==> config.mk <==
export PLATFORM = sky130hd
export DESIGN_NAME = shuffle_bag_no_repeat_picker_unit
export DESIGN_NICKNAME = d
export VERILOG_FILES = /design/src/hw/rtl/sbnrp_pkg.sv /design/src/hw/rtl/shuffle_bag_no_repeat_picker_unit.sv
export SDC_FILE = /design/constraint.sdc
export NUM_CORES = 1
export LEC_CHECK = 0
export ABC_AREA = 1
export BUFFER_PORTS_ARGS = -buffer_cell sky130_fd_sc_hd__buf_2
export CAP_MARGIN = 20
export CORE_ASPECT_RATIO = 1.75
export CORE_MARGIN = 3
export CORE_UTILIZATION = 50
export DETAILED_ROUTE_END_ITERATION = 16
export GPL_ROUTABILITY_DRIVEN = 0
export GPL_TIMING_DRIVEN = 0
export PLACE_DENSITY = 0.69
export SYNTH_ARGS = -nofsm -noshare
export SYNTH_HDL_FRONTEND = slang
export SYNTH_SLANG_ARGS = --single-unit
==> constraint.sdc <==
create_clock -name i_clk -period 4.75 [get_ports i_clk]
set_clock_uncertainty 0.1 [all_clocks]
set_input_delay 1.1875 -clock i_clk [delete_from_list [all_inputs] [get_ports i_clk]]
set_output_delay 1.1875 -clock i_clk [all_outputs]
set_load 0.05 [all_outputs]
==> src/hw/rtl/sbnrp_pkg.sv <==
package sbnrp_pkg;

    localparam int WORD_W    = 32;
    localparam int COUNT_W   = 5;
    localparam int OUT_IDX_W = 4;
    localparam int CFG_IDX_W = 1;
    localparam int CFG_DATA_W = 5;

    typedef logic [CFG_IDX_W-1:0] t_cfg_idx;
    localparam t_cfg_idx CFG_VARIATION_COUNT = 1'd0;
    localparam t_cfg_idx CFG_NO_REPEAT_MODE  = 1'd1;

    localparam int STATE_W = 4;
    typedef logic [STATE_W-1:0] t_state;
    localparam t_state S_IDLE   = 4'd0;
    localparam t_state S_DECIDE = 4'd1;
    localparam t_state S_POP    = 4'd2;
    localparam t_state S_FILL   = 4'd3;
    localparam t_state S_MUL    = 4'd4;
    localparam t_state S_RD     = 4'd5;
    localparam t_state S_WI     = 4'd6;
    localparam t_state S_WJ     = 4'd7;
    localparam t_state S_TOPRD  = 4'd8;
    localparam t_state S_TOP    = 4'd9;
    localparam t_state S_DONE   = 4'd10;

endpackage

==> src/hw/rtl/shuffle_bag_no_repeat_picker_unit.sv <==
// Variation picker with an optional no-repeat shuffle bag.
// Request channel: i_req_valid / o_req_stall carry i_random_word. A request
// is taken only while the unit is idle; o_req_stall is high while one is in
// progress. Response channel: o_rsp_valid / i_rsp_stall carry o_chosen_index
// and o_bag_refilled, one response per request, held stable while stalled.
// Configuration: i_cfg_we writes register i_cfg_index (0 variation count,
// 1 no-repeat mode) and empties the bag; write only while the unit is idle.
// Steps: a plain pick or a trivial count goes from the decide state straight to
// the response, a pop from a non-empty bag adds a pop state. A refill with an
// effective count n runs the decide state, loads the n bag entries through the
// single write port, performs the n-1 Fisher-Yates swaps (each with one shared
// 32-bit multiply, a two-address registered read and two writes), reads and
// checks the top entry and loads the response.
// The unit returns to idle, ready for the next request, as a response enters
// the output register, so a stalled response holds the unit only once the next
// result is ready. Reset clears the state, configuration and output-valid
// registers, empties the bag and forgets the last pick; the bag memory itself
// needs no clearing.
module shuffle_bag_no_repeat_picker_unit #(
    parameter int MAX_VARIATIONS = 16
) (
    input  logic                              i_clk,
    input  logic                              i_rst_n,
    input  logic                              i_req_valid,
    output logic                              o_req_stall,
    input  logic [sbnrp_pkg::WORD_W-1:0]      i_random_word,
    output logic                              o_rsp_valid,
    input  logic                              i_rsp_stall,
    output logic [sbnrp_pkg::OUT_IDX_W-1:0]   o_chosen_index,
    output logic                              o_bag_refilled,
    input  logic                              i_cfg_we,
    input  logic [sbnrp_pkg::CFG_IDX_W-1:0]   i_cfg_index,
    input  logic [sbnrp_pkg::CFG_DATA_W-1:0]  i_cfg_data
);
    import sbnrp_pkg::*;

    localparam int N_MAX = (MAX_VARIATIONS < 31) ? MAX_VARIATIONS : 31;
    localparam int IDX_W = $clog2(N_MAX);
    localparam int CNT_W = $clog2(N_MAX + 1);
    localparam int PROD_W = WORD_W + CNT_W;

    function automatic logic [WORD_W-1:0] next_word(input logic [WORD_W-1:0] x);
        logic [WORD_W-1:0] y;
        y = x ^ (x << 13);
        y = y ^ (y >> 17);
        y = y ^ (y << 5);
        return y;
    endfunction

    logic [IDX_W-1:0] r_mem [N_MAX];
    logic [IDX_W-1:0] r_rd_a, r_rd_b;
    logic             mem_we;
    logic [IDX_W-1:0] mem_waddr, mem_wdata, mem_ra, mem_rb;

    t_state           r_state, n_state;
    logic [COUNT_W-1:0] r_count;
    logic             r_mode;
    logic [CNT_W-1:0] r_fill, n_fill;
    logic [IDX_W-1:0] r_last, n_last;
    logic             r_last_valid, n_last_valid;
    logic [WORD_W-1:0] r_w, n_w;
    logic [IDX_W-1:0] r_i, n_i;
    logic [IDX_W-1:0] r_j, n_j;
    logic [IDX_W-1:0] r_k, n_k;
    logic [IDX_W-1:0] r_pick, n_pick;
    logic             r_refilled, n_refilled;
    logic             r_out_valid, n_out_valid;
    logic [OUT_IDX_W-1:0] r_out_idx, n_out_idx;
    logic             r_out_refilled, n_out_refilled;

    logic [CNT_W-1:0] n_eff;
    logic [CNT_W-1:0] mul_b;
    logic [PROD_W-1:0] prod;
    logic [IDX_W-1:0] mul_hi;
    logic [IDX_W-1:0] top_addr;

    always_comb begin
        if (32'(r_count) > 32'(MAX_VARIATIONS)) begin
            n_eff = CNT_W'(N_MAX);
        end else begin
            n_eff = CNT_W'(r_count);
        end
    end

    assign top_addr = IDX_W'(n_eff - CNT_W'(1));
    assign mul_b    = (r_state == S_DECIDE) ? n_eff : CNT_W'(r_i) + CNT_W'(1);
    assign prod     = PROD_W'(r_w) * PROD_W'(mul_b);
    assign mul_hi   = IDX_W'(prod[WORD_W +: CNT_W]);

    always_ff @(posedge i_clk) begin
        if (mem_we) begin
            r_mem[mem_waddr] <= mem_wdata;
        end
        r_rd_a <= r_mem[mem_ra];
        r_rd_b <= r_mem[mem_rb];
    end

    always_comb begin
        n_state        = r_state;
        n_fill         = r_fill;
        n_last         = r_last;
        n_last_valid   = r_last_valid;
        n_w            = r_w;
        n_i            = r_i;
        n_j            = r_j;
        n_k            = r_k;
        n_pick         = r_pick;
        n_refilled     = r_refilled;
        n_out_valid    = r_out_valid;
        n_out_idx      = r_out_idx;
        n_out_refilled = r_out_refilled;
        mem_we         = 1'b0;
        mem_waddr      = r_k;
        mem_wdata      = r_k;
        mem_ra         = IDX_W'(r_fill - CNT_W'(1));
        mem_rb         = r_j;

        if (r_out_valid && !i_rsp_stall) begin
            n_out_valid = 1'b0;
        end

        case (r_state)
            S_IDLE: begin
                if (i_req_valid) begin
                    n_w        = i_random_word;
                    n_refilled = 1'b0;
                    n_state    = S_DECIDE;
                end
            end
            S_DECIDE: begin
                if (n_eff <= CNT_W'(1)) begin
                    n_pick  = '0;
                    n_state = S_DONE;
                end else if (!r_mode) begin
                    n_pick  = mul_hi;
                    n_state = S_DONE;
                end else if (r_fill == '0 || r_fill > n_eff) begin
                    n_refilled = 1'b1;
                    n_k        = '0;
                    n_state    = S_FILL;
                end else begin
                    n_state = S_POP;
                end
            end
            S_POP: begin
                n_pick       = r_rd_a;
                n_fill       = r_fill - CNT_W'(1);
                n_last       = r_rd_a;
                n_last_valid = 1'b1;
                n_state      = S_DONE;
            end
            S_FILL: begin
                mem_we = 1'b1;
                n_k    = r_k + IDX_W'(1);
                if (r_k == top_addr) begin
                    n_i     = top_addr;
                    n_state = S_MUL;
                end
            end
            S_MUL: begin
                n_j     = mul_hi;
                n_state = S_RD;
            end
            S_RD: begin
                mem_ra  = r_i;
                mem_rb  = r_j;
                n_state = S_WI;
            end
            S_WI: begin
                mem_we    = 1'b1;
                mem_waddr = r_i;
                mem_wdata = r_rd_b;
                mem_ra    = r_i;
                mem_rb    = r_j;
                n_state   = S_WJ;
            end
            S_WJ: begin
                mem_we    = 1'b1;
                mem_waddr = r_j;
                mem_wdata = r_rd_a;
                n_w       = next_word(r_w);
                if (r_i == IDX_W'(1)) begin
                    n_state = S_TOPRD;
                end else begin
                    n_i     = r_i - IDX_W'(1);
                    n_state = S_MUL;
                end
            end
            S_TOPRD: begin
                mem_ra  = top_addr;
                mem_rb  = '0;
                n_state = S_TOP;
            end
            S_TOP: begin
                if (r_last_valid && r_rd_a == r_last) begin
                    mem_we    = 1'b1;
                    mem_waddr = '0;
                    mem_wdata = r_rd_a;
                    n_pick    = r_rd_b;
                    n_last    = r_rd_b;
                end else begin
                    n_pick = r_rd_a;
                    n_last = r_rd_a;
                end
                n_last_valid = 1'b1;
                n_fill       = n_eff - CNT_W'(1);
                n_state      = S_DONE;
            end
            S_DONE: begin
                if (!r_out_valid || !i_rsp_stall) begin
                    n_out_valid    = 1'b1;
                    n_out_idx      = OUT_IDX_W'(r_pick);
                    n_out_refilled = r_refilled;
                    n_state        = S_IDLE;
                end
            end
            default: begin
                n_state = S_IDLE;
            end
        endcase
    end

    always_ff @(posedge i_clk) begin
        if (!i_rst_n) begin
            r_state      <= S_IDLE;
            r_count      <= '0;
            r_mode       <= 1'b0;
            r_fill       <= '0;
            r_last       <= '0;
            r_last_valid <= 1'b0;
            r_out_valid  <= 1'b0;
        end else begin
            r_state     <= n_state;
            r_out_valid <= n_out_valid;
            r_last      <= n_last;
            if (i_cfg_we && (i_cfg_index == CFG_VARIATION_COUNT ||
                             i_cfg_index == CFG_NO_REPEAT_MODE)) begin
                case (i_cfg_index)
                    CFG_VARIATION_COUNT: r_count <= i_cfg_data[COUNT_W-1:0];
                    CFG_NO_REPEAT_MODE:  r_mode  <= i_cfg_data[0];
                    default:             r_mode  <= r_mode;
                endcase
                r_fill       <= '0;
                r_last_valid <= 1'b0;
            end else begin
                r_fill       <= n_fill;
                r_last_valid <= n_last_valid;
            end
        end
    end

    always_ff @(posedge i_clk) begin
        r_w            <= n_w;
        r_i            <= n_i;
        r_j            <= n_j;
        r_k            <= n_k;
        r_pick         <= n_pick;
        r_refilled     <= n_refilled;
        r_out_idx      <= n_out_idx;
        r_out_refilled <= n_out_refilled;
    end

    assign o_req_stall    = (r_state != S_IDLE);
    assign o_rsp_valid    = r_out_valid;
    assign o_chosen_index = r_out_idx;
    assign o_bag_refilled = r_out_refilled;

endmodule

==> key figures, run 1 <==
Global route
  • Overall routing resource usage: 28.1%
  • Antenna violations before repair: 0
  • Wire length of the first global-routing pass: 57.5 mm
  • GR Overflow Total: 0
  • Maximum number of pins on one net before global-route repair: 20
  • Via count of the first global-routing pass: 11301

STA
  • Fmax: 0.201 GHz
  • Setup repair after global routing missed its margin: yes
  • Max-slew violation total from the final report: 0
  • Final Cycle Share: 105%
  • Remaining max-slew budget at the tightest pin: 34.4%
  • Setup slack after layout: -0.231 ns
  • Minimum clock period: 4.98 ns
  • Measured slew at the worst slew-check pin: 0.981 ns
  • Count of endpoints failing setup in the final report: 7
  • Hold Violations, Final: 0

Floorplan
  • Die Footprint: 26600 sq um
  • Site row count: 75
  • Width of the die: 125 microns
  • Core ar.: 24100 sq um
  • Number of I/O pins: 50
  • Effective utilization at floorplan: 51.1%
  • DIE HEIGHT: 214 microns

Synthesis
  • Ys flop type: sky130_fd_sc_hd__edfxtp_1
  • Synthesized Nets: 1675
  • Warnings from Yosys: 0
  • Cells after synthesis: 1490
  • Distinct cells, synth: 51
  • Flip-flop and latch count after synthesis: 147
  • Post-synthesis async set-or-reset flop share: 0%
  • Post-synth top area cell: sky130_fd_sc_hd__edfxtp_1
  • Post-synth design cell area: 12300 sq um
  • Top post-synthesis cells by area: sky130_fd_sc_hd__edfxtp_1, sky130_fd_sc_hd__fa_1, sky130_fd_sc_hd__inv_1
  • Fraction of the yosys area taken by sequential cells: 33.5%
  • Post-synth EDFFs: 118
  • Share of the synthesized area in the top cell type: 28.8%
  • Avg Cell Area, Syn: 8.27 sq um

Layout
  • Antenna cell count: 0
  • Final net count: 1763
  • Layout filler cell count: 2065
  • Final design instance area without fill: 14500 sq um
  • Layout cells sized above 1: 17.0%
  • Area added between synthesis and finish: 17.7%

Routing
  • DRC violations left: 0
  • Antenna Violating Nets Remaining: 0
  • Total number of vias: 10917
  • Number of DRC markers in iteration 0: 772
  • Routed Wire Length: 37.7 mm
  • DRT Pass-1 Iters: 7
  • Via density: 5.75
  • Wirelength per Cell: 19.9 microns

Critical path
  • Setup CP Type: flip-flop to flip-flop
  • Endpoint kind of the worst setup timing path: flip-flop
  • Delay of the slowest cell on the worst path: 0.49 ns
  • Arrival @ worst endpoint: 5.18 ns
  • Crit path max fanout: 8
  • Type of origin of the critical path: flip-flop
  • Count of buffering cells on the critical path with inverters included: 6
  • Critical path data required time: 4.95 ns
  • CP delay by family, top: adder cells
  • Cell type of the slowest stage on the worst timing path: sky130_fd_sc_hd__fa_1

Placement
  • Post-DP Area: 13000 sq um
  • Count of input and output buffers: 48
  • Final HPWL from detailed placement: 29.3 mm

Clocking
  • Post-CTS clock slew at the launch and capture registers of the worst setup and hold paths: 0.07 ns
  • TritonCTS clock tree: yes
  • Clk sinks: 147
  • TritonCTS buffer count: 17
  • Latest clock arrival within the worst-skew pair: 0.44 ns
  • CTS Root Buffer Type: sky130_fd_sc_hd__clkbuf_16
  • Number of H-tree levels: 4
  • Maximum count of clock buffers along a single path: 2

Run
  • Max-cap check violation count: 0

Outcome
  • Status: finished, violations left
  • Violated checks: setup timing

Worst hold path
  • Worst min path class: flip-flop to flip-flop
## sequential cells by signal, summed over array words and instances (netlist names), 5 cells and up
name / flops
r_mem: 64
r_fill: 5
r_w: 32
r_count: 5
## synth_stat cells, types with 3 or more instances
| cell type | count |
|---|---|
| sky130_fd_sc_hd__nand3_1 | 57 |
| sky130_fd_sc_hd__dfxtp_1 | 29 |
| sky130_fd_sc_hd__nor4_1 | 4 |
| sky130_fd_sc_hd__xor2_1 | 27 |
| sky130_fd_sc_hd__a211oi_1 | 6 |
| sky130_fd_sc_hd__o221ai_1 | 31 |
| sky130_fd_sc_hd__a21o_1 | 4 |
| sky130_fd_sc_hd__nand4_1 | 6 |
| sky130_fd_sc_hd__a221oi_1 | 4 |
| sky130_fd_sc_hd__a31oi_1 | 3 |
| sky130_fd_sc_hd__xnor2_1 | 47 |
| sky130_fd_sc_hd__ha_1 | 54 |
| sky130_fd_sc_hd__nor2_1 | 246 |
| sky130_fd_sc_hd__a21oi_1 | 66 |
| sky130_fd_sc_hd__o22ai_1 | 6 |
| sky130_fd_sc_hd__fa_1 | 88 |
| sky130_fd_sc_hd__nor2_4 | 4 |
| sky130_fd_sc_hd__nand2_2 | 8 |
| sky130_fd_sc_hd__o211ai_1 | 3 |
| sky130_fd_sc_hd__o21a_1 | 3 |
| sky130_fd_sc_hd__nor3_1 | 8 |
| sky130_fd_sc_hd__mux2i_1 | 10 |
| sky130_fd_sc_hd__nor2_2 | 7 |
| sky130_fd_sc_hd__nand2_1 | 203 |
| sky130_fd_sc_hd__o21ai_1 | 5 |
| sky130_fd_sc_hd__inv_1 | 249 |
| sky130_fd_sc_hd__edfxtp_1 | 118 |
| sky130_fd_sc_hd__inv_2 | 8 |
| sky130_fd_sc_hd__o21ai_0 | 120 |
| sky130_fd_sc_hd__clkbuf_1 | 25 |
| sky130_fd_sc_hd__buf_2 | 10 |
| sky130_fd_sc_hd__clkinv_1 | 3 |
## logic make-up after synthesis
group,after synthesis,share of synthesized area (%)
adder cells (fa/ha/maj),142,19.8
AO/OA/AOI/OAI,261,12.4
multiplexers,10,0.812
buffers and inverters,300,9.39
flip-flops,147,33.5
XOR/XNOR,74,5.26
AND/OR/NAND/NOR,556,18.9
## routing by layer
metal,GRT usage (%),up-vias,routed length (microns)
met4,26.0,0,4020
met1,24.7,5129,11700
met3,4.54,230,1770
li1,-,5027,-
met5,0,-,0
met2,53.6,531,20300
## worst paths after layout
path / from / to / slack, ns / cells past startpoint
max reg2reg: r_i[1] / r_pick[3] / -0.23 / 25
min: r_pick[0] / o_chosen_index[0] / 0.32 / 0
max: r_i[1] / r_pick[3] / -0.23 / 25
min reg2reg: r_pick[0] / o_chosen_index[0] / 0.32 / 0
## final cells by class
class	count	area [sq um]	share of cell area, %
repair buffers	69	438	3.02
inverters	260	987	6.81
well taps	308	385	2.66
clock inverters	15	206	1.42
clock buffers	17	425	2.93
plain buffers	40	297	2.05
multi-input cells	1043	7630	52.6
flip-flops and latches	147	4130	28.5
## layout by cell type, fill, tap and decap left out, types with 47 or more instances in the layout
master and n:
sky130_fd_sc_hd__a21oi_1 58, sky130_fd_sc_hd__buf_2 57, sky130_fd_sc_hd__edfxtp_1 118, sky130_fd_sc_hd__fa_1 80
sky130_fd_sc_hd__inv_1 241, sky130_fd_sc_hd__nand2_1 189, sky130_fd_sc_hd__nand3_1 53, sky130_fd_sc_hd__nor2_1 215
sky130_fd_sc_hd__o21ai_0 112, sky130_fd_sc_hd__xnor2_1 47
## through the flow
| step | utilization, % | hold WS, ns | setup slack [ns] | cells | setup TNS [ns] |
|---|---|---|---|---|---|
| 2_1_floorplan | - | 0.300 | 0.00781 | 1490 | 0 |
| 3_3_place_gp | 53.7 | 0.303 | -1.08 | 1846 | -22.05 |
| 3_5_place_dp | 54.0 | 0.305 | -1.09 | 1849 | -7.44 |
| 4_1_cts | 58.4 | 0.317 | -0.177 | 1893 | -0.503 |
| 5_1_grt | 60.1 | 0.323 | -0.360 | 1899 | -2.03 |
| 6_report | 60.1 | 0.317 | -0.231 | 1899 | -0.638 |
## what timing repair did
action / in CTS / in global routing
endpoints found under the setup margin: 8 / 8
hold buffers: 0 / 0
endpoints found under the hold margin: 0 / 0
gates cloned: 0 / 0
setup buffers: 12 / 6
gates resized for setup: 82 / 85
pin swaps: 25 / 47
Power of run 1 is left out: the tool's default activity adds up to more than one toggle a clock period on the data nets, which glitch-free logic cannot reach.
==> inputs of run 2 (changes only) <==
--- a/config.mk
+++ b/config.mk
@@ -11,9 +11,10 @@
 export CORE_ASPECT_RATIO = 1.75
 export CORE_MARGIN = 3
 export CORE_UTILIZATION = 50
+export CTS_BUF_LIST = sky130_fd_sc_hd__clkbuf_4 sky130_fd_sc_hd__clkbuf_8
 export DETAILED_ROUTE_END_ITERATION = 16
 export GPL_ROUTABILITY_DRIVEN = 0
-export GPL_TIMING_DRIVEN = 0
+export GPL_TIMING_DRIVEN = 1
 export PLACE_DENSITY = 0.69
 export SYNTH_ARGS = -nofsm -noshare
 export SYNTH_HDL_FRONTEND = slang
==> key figures, run 2 (synthesis gave the netlist of run 1 again) <==
STA
  • Count of endpoints failing setup in the final report: 2
  • Measured slew at the worst slew-check pin: 0.992 ns
  • Minimum clock period: 4.83 ns
  • Hold Violations, Final: 0
  • Remaining max-slew budget at the tightest pin: 33.6%
  • Max-slew violation total from the final report: 0
  • Setup slack after layout: -0.0849 ns
  • Final Cycle Share: 102%
  • Setup repair after global routing missed its margin: yes
  • Fmax: 0.207 GHz
  • Setup_tns: -0.167 ns

Routing
  • DRT Pass-1 Iters: 6
  • Total number of vias: 11131
  • Antenna Violating Nets Remaining: 0
  • Routed Wire Length: 39.1 mm
  • Via density: 5.70
  • Number of DRC markers in iteration 0: 845
  • Wirelength per Cell: 20.0 microns
  • DRC violations left: 0

Clocking
  • TritonCTS buffer count: 17
  • Cts-stage hold buffer count: 0
  • Clk sinks: 147
  • Maximum count of clock buffers along a single path: 2
  • CTS Root Buffer Type: sky130_fd_sc_hd__clkbuf_8
  • Number of H-tree levels: 4
  • Post-CTS clock slew at the launch and capture registers of the worst setup and hold paths: 0.09 ns
  • Latest clock arrival within the worst-skew pair: 0.51 ns
  • TritonCTS clock tree: yes

Floorplan
  • Core ar.: 24100 sq um
  • Number of I/O pins: 50
  • DIE HEIGHT: 214 microns
  • Die Footprint: 26600 sq um
  • Effective utilization at floorplan: 51.1%
  • Width of the die: 125 microns
  • Site row count: 75

Critical path
  • Endpoint kind of the worst setup timing path: flip-flop
  • Setup CP Type: flip-flop to flip-flop
  • Type of origin of the critical path: flip-flop
  • Flop2flop setup slack: -0.08 ns
  • Crit path max fanout: 5
  • Critical path data required time: 4.91 ns
  • Number of cells on the worst reg-to-reg path: 26
  • Crit Reg-Reg Endpoint: r_pick[1]
  • Arrival @ worst endpoint: 4.99 ns
  • RR Startpoint: r_i[1]

Outcome
  • Violated checks: setup timing
  • Status: finished, violations left

Global route
  • Wire length of the first global-routing pass: 59.5 mm
  • GR Overflow Total: 0
  • Antenna violations before repair: 0
  • Via count of the first global-routing pass: 11658
  • Maximum number of pins on one net before global-route repair: 71
  • Overall routing resource usage: 29.0%

Layout
  • Most frequent cells in the layout: sky130_fd_sc_hd__inv_1, sky130_fd_sc_hd__nor2_1, sky130_fd_sc_hd__nand2_1
  • Most common cell after layout, fill and taps aside: sky130_fd_sc_hd__inv_1
  • Antenna cell count: 0
  • Storage cell area: 4120 sq um
  • Flip-flop count of the largest register after layout: 64
  • Largest registers: r_mem: 64 flops, r_w: 32 flops
  • Final net count: 1817
  • Top reg by flops: r_mem
  • Area added between synthesis and finish: 22.5%
  • Layout cells sized above 1: 24.0%
  • Area occupied by multi-input gates: 7910 sq um
  • Layout filler cell count: 2005

Worst hold path
  • Worst min path class: flip-flop to flip-flop
  • Worst hold path endpoint: o_chosen_index[2]
  • Cells on Worst Hold Path: 0
  • HP Start: r_pick[2]

Placement
  • Final HPWL from detailed placement: 28.8 mm
  • Count of input and output buffers: 49

Run
  • Max-cap check violation count: 0
-- run 2: metal layers --
metal / GRT usage, % / wire length, microns
met1: 25.6 / 12200
met2: 56.5 / 21500
met3: 4.21 / 1700
met4: 24.9 / 3680
met5: 0 / 0
-- run 2: worst max path at each step --
| stage | start | to | slack, ns | depth (start not counted) |
|---|---|---|---|---|
| after CTS | r_i[0] | r_pick[3] | -0.03 | 28 |
| after detailed placement | r_i[0] | r_pick[3] | -0.18 | 24 |
| after global placement | r_i[0] | r_pick[3] | -0.15 | 24 |
| after global routing | r_i[1] | r_pick[3] | -0.26 | 27 |
| final | r_i[1] | r_pick[1] | -0.08 | 26 |
| after floorplan | r_i[0] | r_pick[3] | 0.008 | 27 |
-- run 2: timing repair --
action | in CTS | in global routing
gates resized for setup | 95 | 128
endpoints found under the setup margin | 8 | 8
buffers inserted | 12 | 5
pin swaps | 41 | 66
cloned | 4 | 0
-- run 2: final cells by class --
| cell class | instances | share of cell area, % |
|---|---|---|
| flip-flops and latches | 147 | 27.3 |
| clock buffers | 17 | 1.55 |
| well taps | 308 | 2.55 |
| repair buffers | 163 | 8.40 |
| inverters | 260 | 6.53 |
| clock inverters | 15 | 1.23 |
| multi-input cells | 1043 | 52.4 |
-- run 2: critical path, cell delays in order (launching register included) --
cell and delay, ns:
sky130_fd_sc_hd__edfxtp_1 0.44, sky130_fd_sc_hd__ha_2 0.21, sky130_fd_sc_hd__buf_6 0.12, sky130_fd_sc_hd__nand2_4 0.08
sky130_fd_sc_hd__nand3_4 0.08, sky130_fd_sc_hd__nand2_4 0.11, sky130_fd_sc_hd__inv_8 0.05, sky130_fd_sc_hd__buf_12 0.13
sky130_fd_sc_hd__buf_16 0.14, sky130_fd_sc_hd__nor2_4 0.09, sky130_fd_sc_hd__fa_2 0.46, sky130_fd_sc_hd__fa_1 0.57
sky130_fd_sc_hd__inv_2 0.05, sky130_fd_sc_hd__fa_2 0.57, sky130_fd_sc_hd__inv_2 0.05, sky130_fd_sc_hd__ha_4 0.15
sky130_fd_sc_hd__a21oi_2 0.10, sky130_fd_sc_hd__inv_1 0.07, sky130_fd_sc_hd__a21oi_2 0.20, sky130_fd_sc_hd__o21ai_2 0.11
sky130_fd_sc_hd__a21oi_2 0.16, sky130_fd_sc_hd__nor4_2 0.05, sky130_fd_sc_hd__nor2_1 0.13, sky130_fd_sc_hd__nand3_1 0.08
sky130_fd_sc_hd__and2_4 0.16, sky130_fd_sc_hd__nand2_1 0.05, sky130_fd_sc_hd__nand2_1 0.06
-- run 2: per-stage QoR --
step           instance area [sq um]  cells  utilization (%)  setup slack [ns]  hold WS, ns
5_1_grt                        15100   1953             62.6            -0.259        0.348
2_1_floorplan                  12300   1490                -           0.00781        0.300
3_5_place_dp                   13500   1901             56.1            -0.182        0.315
4_1_cts                        14600   1949             60.4           -0.0285        0.334
6_report                       15100   1953             62.6           -0.0849        0.330
3_3_place_gp                   13500   1901             56.1            -0.153        0.301
Power of run 2 is left out for the same reason.
